`src/design/mtg_pkg.sv`:
```
// ============================================================================
// mtg_pkg
// Shared constants, controller types and the tempering function of the
// MT19937 generator.
// ============================================================================
`default_nettype none

package mtg_pkg;

    localparam int unsigned STATE_DEPTH_DEF  = 624;
    localparam int unsigned SHIFT_OFFSET_DEF = 397;

    localparam int unsigned WORD_W = 32;
    localparam int unsigned S_TDATA_W = 8;

    localparam logic [WORD_W-1:0] TWIST_MATRIX = 32'h9908_B0DF;
    localparam logic [WORD_W-1:0] HIGH_BIT     = 32'h8000_0000;
    localparam logic [WORD_W-1:0] LOW_BITS     = 32'h7FFF_FFFF;
    localparam logic [WORD_W-1:0] TEMPER_B     = 32'h9D2C_5680;
    localparam logic [WORD_W-1:0] TEMPER_C     = 32'hEFC6_0000;
    localparam logic [WORD_W-1:0] SEED_MULT    = 32'd1812433253;
    localparam logic [WORD_W-1:0] SEED_RESET   = 32'd5489;

    typedef enum logic [1:0] {
        ST_IDLE,
        ST_SEED_MUL,
        ST_SEED_ADD,
        ST_TWIST
    } t_state;

    // controller -> datapath
    typedef struct packed {
        logic seed_start;  // load seed into word 0, restart counters
        logic seed_mul;    // multiply step of the seed recurrence
        logic seed_add;    // add index, write word k
        logic draw_rd;     // read next and far words for the current position
        logic draw_wr;     // twist current word, write back, load output
    } t_ctl_cmd;

    // datapath -> controller
    typedef struct packed {
        logic seeded;      // store holds a valid seeding
        logic seed_last;   // seed counter sits on the last word
        logic out_full;    // output register occupied and not taken this cycle
    } t_ctl_sts;

    function automatic logic [WORD_W-1:0] temper(input logic [WORD_W-1:0] x);
        logic [WORD_W-1:0] y;
        y = x ^ (x >> 11);
        y = y ^ ((y << 7) & TEMPER_B);
        y = y ^ ((y << 15) & TEMPER_C);
        y = y ^ (y >> 18);
        return y;
    endfunction

endpackage

`default_nettype wire

```
`src/design/mtg_ctrl.sv`:
```
// ============================================================================
// mtg_ctrl
// Sequencer for seeding and per-word twist of the MT19937 generator.
// ============================================================================
`default_nettype none

module mtg_ctrl
    import mtg_pkg::*;
(
    input  wire logic     i_clk,
    input  wire logic     i_rst_n,
    input  wire logic     i_s_tvalid,
    input  wire logic     i_reseed,
    output logic          o_s_tready,
    input  wire t_ctl_sts i_sts,
    output t_ctl_cmd      o_cmd
);

    t_state r_state;
    t_state n_state;
    logic   w_accept;
    logic   w_need_seed;

    assign w_accept    = i_s_tvalid && (r_state == ST_IDLE);
    assign w_need_seed = i_reseed || !i_sts.seeded;

    always_ff @(posedge i_clk) begin
        if (!i_rst_n) begin
            r_state <= ST_IDLE;
        end else begin
            r_state <= n_state;
        end
    end

    always_comb begin
        n_state = r_state;
        unique case (r_state)
            ST_IDLE: begin
                if (w_accept) begin
                    n_state = w_need_seed ? ST_SEED_MUL : ST_TWIST;
                end
            end
            ST_SEED_MUL: begin
                n_state = ST_SEED_ADD;
            end
            ST_SEED_ADD: begin
                n_state = i_sts.seed_last ? ST_TWIST : ST_SEED_MUL;
            end
            ST_TWIST: begin
                if (!i_sts.out_full) begin
                    n_state = ST_IDLE;
                end
            end
            default: n_state = ST_IDLE;
        endcase
    end

    always_comb begin
        o_s_tready = 1'b0;
        o_cmd      = '0;
        unique case (r_state)
            ST_IDLE: begin
                o_s_tready       = 1'b1;
                o_cmd.seed_start = w_accept && w_need_seed;
                o_cmd.draw_rd    = w_accept && !w_need_seed;
            end
            ST_SEED_MUL: begin
                o_cmd.seed_mul = 1'b1;
            end
            ST_SEED_ADD: begin
                o_cmd.seed_add = 1'b1;
                o_cmd.draw_rd  = i_sts.seed_last;
            end
            ST_TWIST: begin
                o_cmd.draw_wr = !i_sts.out_full;
            end
            default: o_cmd = '0;
        endcase
    end

endmodule

`default_nettype wire

```
`config.mk`:
```
export PLATFORM = sky130hd
export DESIGN_NAME = mtg_ctrl
export DESIGN_NICKNAME = d
export VERILOG_FILES = /design/src/design/mtg_pkg.sv /design/src/design/mtg_ctrl.sv
export SDC_FILE = /design/constraint.sdc
export NUM_CORES = 1
export LEC_CHECK = 0
export BUFFER_PORTS_ARGS = -buffer_cell sky130_fd_sc_hd__buf_2
export CORE_AREA = 2 2 39 41
export DETAILED_ROUTE_END_ITERATION = 10
export DIE_AREA = 0 0 41 43
export SLEW_MARGIN = 0
export SYNTH_ARGS = -nofsm -noshare
export SYNTH_HDL_FRONTEND = slang
export SYNTH_SLANG_ARGS = --single-unit
```
`constraint.sdc`:
```
create_clock -name i_clk -period 1.1 [get_ports i_clk]
set_clock_uncertainty 0.05 [all_clocks]
set_input_delay 0.165 -clock i_clk [delete_from_list [all_inputs] [get_ports i_clk]]
set_output_delay 0.165 -clock i_clk [all_outputs]
set_load 0.005 [all_outputs]
```
# Yosys cells after proc, flatten, opt, wreduce, memory -nomap -nowiden
# Index checks and enable logic that the tools add are counted.
# word_totals
input_bits	7
ff_bits	2
elab_cells	26
# op_classes
eq_ne	5
n_reduce_logical	9
n_mux	11
# ops
op	n
2-bit 2-to-1 mux	4
2-bit one-hot mux with 4 select lines	1
1-bit 2-to-1 mux	5
2-bit == test (second input constant)	2
2-bit inequality test (second input constant)	2
1-bit logical AND	3
1-bit logical NOT	3
2-bit by 1-bit == test with 1-bit output (second input constant)	1
2-bit logical NOT	1
1-bit one-hot mux with 2 select lines	1
2-bit AND reduction	1
1-bit logical OR	1

# Longest topological paths before layout
# logic_depth
ltp_word	5
ltp_mapped	3

# Worst setup path before layout
# Ideal clock, no wire load.
# synth_path
kind	register to output
start	reg r_state[1]
end	out o_cmd[4] (netlist bit)
t_required_ps	885
stages_incl_launch_ff	4
path_buffers	0
arrival_ps	723
setup_slack_ps	162
path_cell_list	dfxtp_1 -> nor2_2 -> nand2_1 -> a21oi_1
# synth_rtl
element	line	text
start: declaration	mtg_ctrl.sv:19	t_state r_state;
start signal: assignment	mtg_ctrl.sv:31	r_state <= n_state;
end: declaration	mtg_ctrl.sv:16	output t_ctl_cmd o_cmd

==> out/results.ini <==
[critical_path]
start_kind=flop
critPathKind=reg2out
cp_num_buf_inv=1
worstPathCellList=nor2_4, nand2_1, a21oi_1, buf_2
critPathTopFamily=flip-flops
cp-end-kind=output port
critical_path_arrival_ns=0.97
required_ns=0.88
cp_slowest_stage_delay_ns=0.36
cp_slowest_cell=dfxtp_4
crit_fanout=7

[clock_tree]
cts-htree-levels=1
path_clk_slew_ns=0.03
cts_buffers=3
clk_path_buf_depth=2
clk_latency_ns=0.22
clockRootBuffer=clkbuf_4
tritoncts=done
cts.sink_count=2
cts_hold_buf=0

[floorplan]
die_w_um=41
core_area_um2=1380
rows=14
die-area_um2=1760
start_util=0.106
ioPinCount=13
fp.dieH_um=43

[sta]
hold_violations=0
relSlewSlack=0.894
min_period_ns=1.19
fmax_ghz=0.841
setup_viol=6
drv_slew=0
worst_slew_pin_slew_ns=0.158
fin_ws_ns=-0.0897
finalCritPeriodShare=1.08
rsz0062_at_grt=true

[layout]
regMostFlops=r_state
largest_register_ff_count=2
final_util=0.225
diodes=0
drive_above_1_share=0.634
final_cell_count_no_fill=57
finalNetCount=50
layout_common_cells=buf_2, nor2_1, buf_4
area_delta_synth_final_pct=113
stdcell_area_um2=312
fillers=165
largestRegisters=r_state: 2 flops
final_common_cell=buf_2

[status]
status=complete, but fails checks
failed_checks=negative setup slack

[placement]
pre_cts_ws_ns=0.0323
gp_congestion=0.667
io_buffer_count=12
place_area_um2=241
dp_cells=51

[power]
peakVddDrop_v=0.000347
p_leak_nw=0.161
p_per_area_nw_per_um2=1270

[yosys]
yosys_warnings=0
avgSynthCellArea_um2=6.97
yosys.area_share.simple=0.393
synth_area_um2=146
synth_fa_ha_area_frac=0
synth_seq_cells=2
synth_xor_area_frac=0
synth-compound-area-share=0.256
synth.area.mux_share=0
syn_nets=28
ys_seq_area_frac=0.274
synth_cell_types=13
synth_top_family_by_area=simple AND/OR/NAND/NOR gates
netlist_instances=21

[global_routing]
grt_max_degree=8
antenna_found_initial=0
grt_usage=0.0751
grt_pass1_vias=198
grt_pass1_wl_um=745
grt_overflow=0

[routing]
wire_per_inst_um=8.51
num_vias=213
drc_errors=0
wirelength_um=485
drtIter0Drc=5
via_per_inst=3.74
drtPass1Iterations=2
ant_nets=0

[hold_path]
hp-class=in2reg

[run]
drv_cap=0

logic make-up (layout without fill, tap and decap cells):
logic type,after synthesis,count (layout)
flops,2,2
compound gates,5,5
buf+inv,3,23
simple gates,11,11
power by group:
part	leakage [nW]	internal, mW	switching (mW)
combinational	0.129	0.0844	0.0485
sequential	0.0178	0.0824	0.0171
clock	0.0138	0.120	0.0418
total	0.161	0.287	0.107
tightest hold or removal path, cell delays in order:
cell and delay [ns]:
buf_2 0.07, inv_1 0.05, nor2_1 0.09
metrics by stage:
| step | hold WS, ns | power (mW) | TNS (ns) |
|---|---|---|---|
| 6_report | 0.139 | 0.395 | -0.358 |
| 5_1_grt | 0.150 | 0.443 | -0.780 |
| 4_1_cts | 0.136 | 0.410 | -0.483 |
| 3_5_place_dp | 0.377 | 0.191 | 0 |
| 3_3_place_gp | 0.368 | 0.190 | 0 |
| 2_1_floorplan | 0.260 | 0.140 | 0 |
path summary, 6_finish.rpt:
kind                                 start         end  slack, ns  depth (start not counted)
worst min register to register  r_state[1]  r_state[0]       0.51                          2
worst max register to register  r_state[1]  r_state[1]      -0.02                          5
worst max-delay path            r_state[0]    o_cmd[4]      -0.09                          4
worst min-delay path               i_rst_n  r_state[0]       0.14                          3
synthesized netlist by cell type, drive strengths merged:
cell,n,area (um2)
nor2b,1,6.26
and2b,1,8.76
nor2,5,21.3
nand2b,1,6.26
a221oi,1,15.0
nand3b,1,7.51
nand2,2,7.51
o21a,1,7.51
inv,3,11.3
o21ai,1,5.00
dfxtp,2,40.0
a21oi,2,10.0
per-layer routing:
metal	up-vias	GRT usage	wire length [um]
met3	2	0.0628	42
li1	111	-	-
met2	6	0.119	276
met5	-	0	0
met1	94	0.0414	161
met4	0	0.0800	5
cell type report:
cell class	instances	area, um2	area share
Timing Repair Buffer	17	108	0.345
Inverter	3	11.3	0.0361
Multi-Input combinational cell	16	103	0.329
Clock buffer	3	22.5	0.0723
Tap cell	16	20.0	0.0643
Sequential cell	2	47.5	0.153
timing repair:
action,in CTS,in global routing
endpoints found under the setup margin,6,7
pin swaps,2,4
buffers inserted,3,0
hold endpoints to repair,0,0
cloned,0,0
gates resized for setup,8,0
Power figures use the tool's default switching activity.
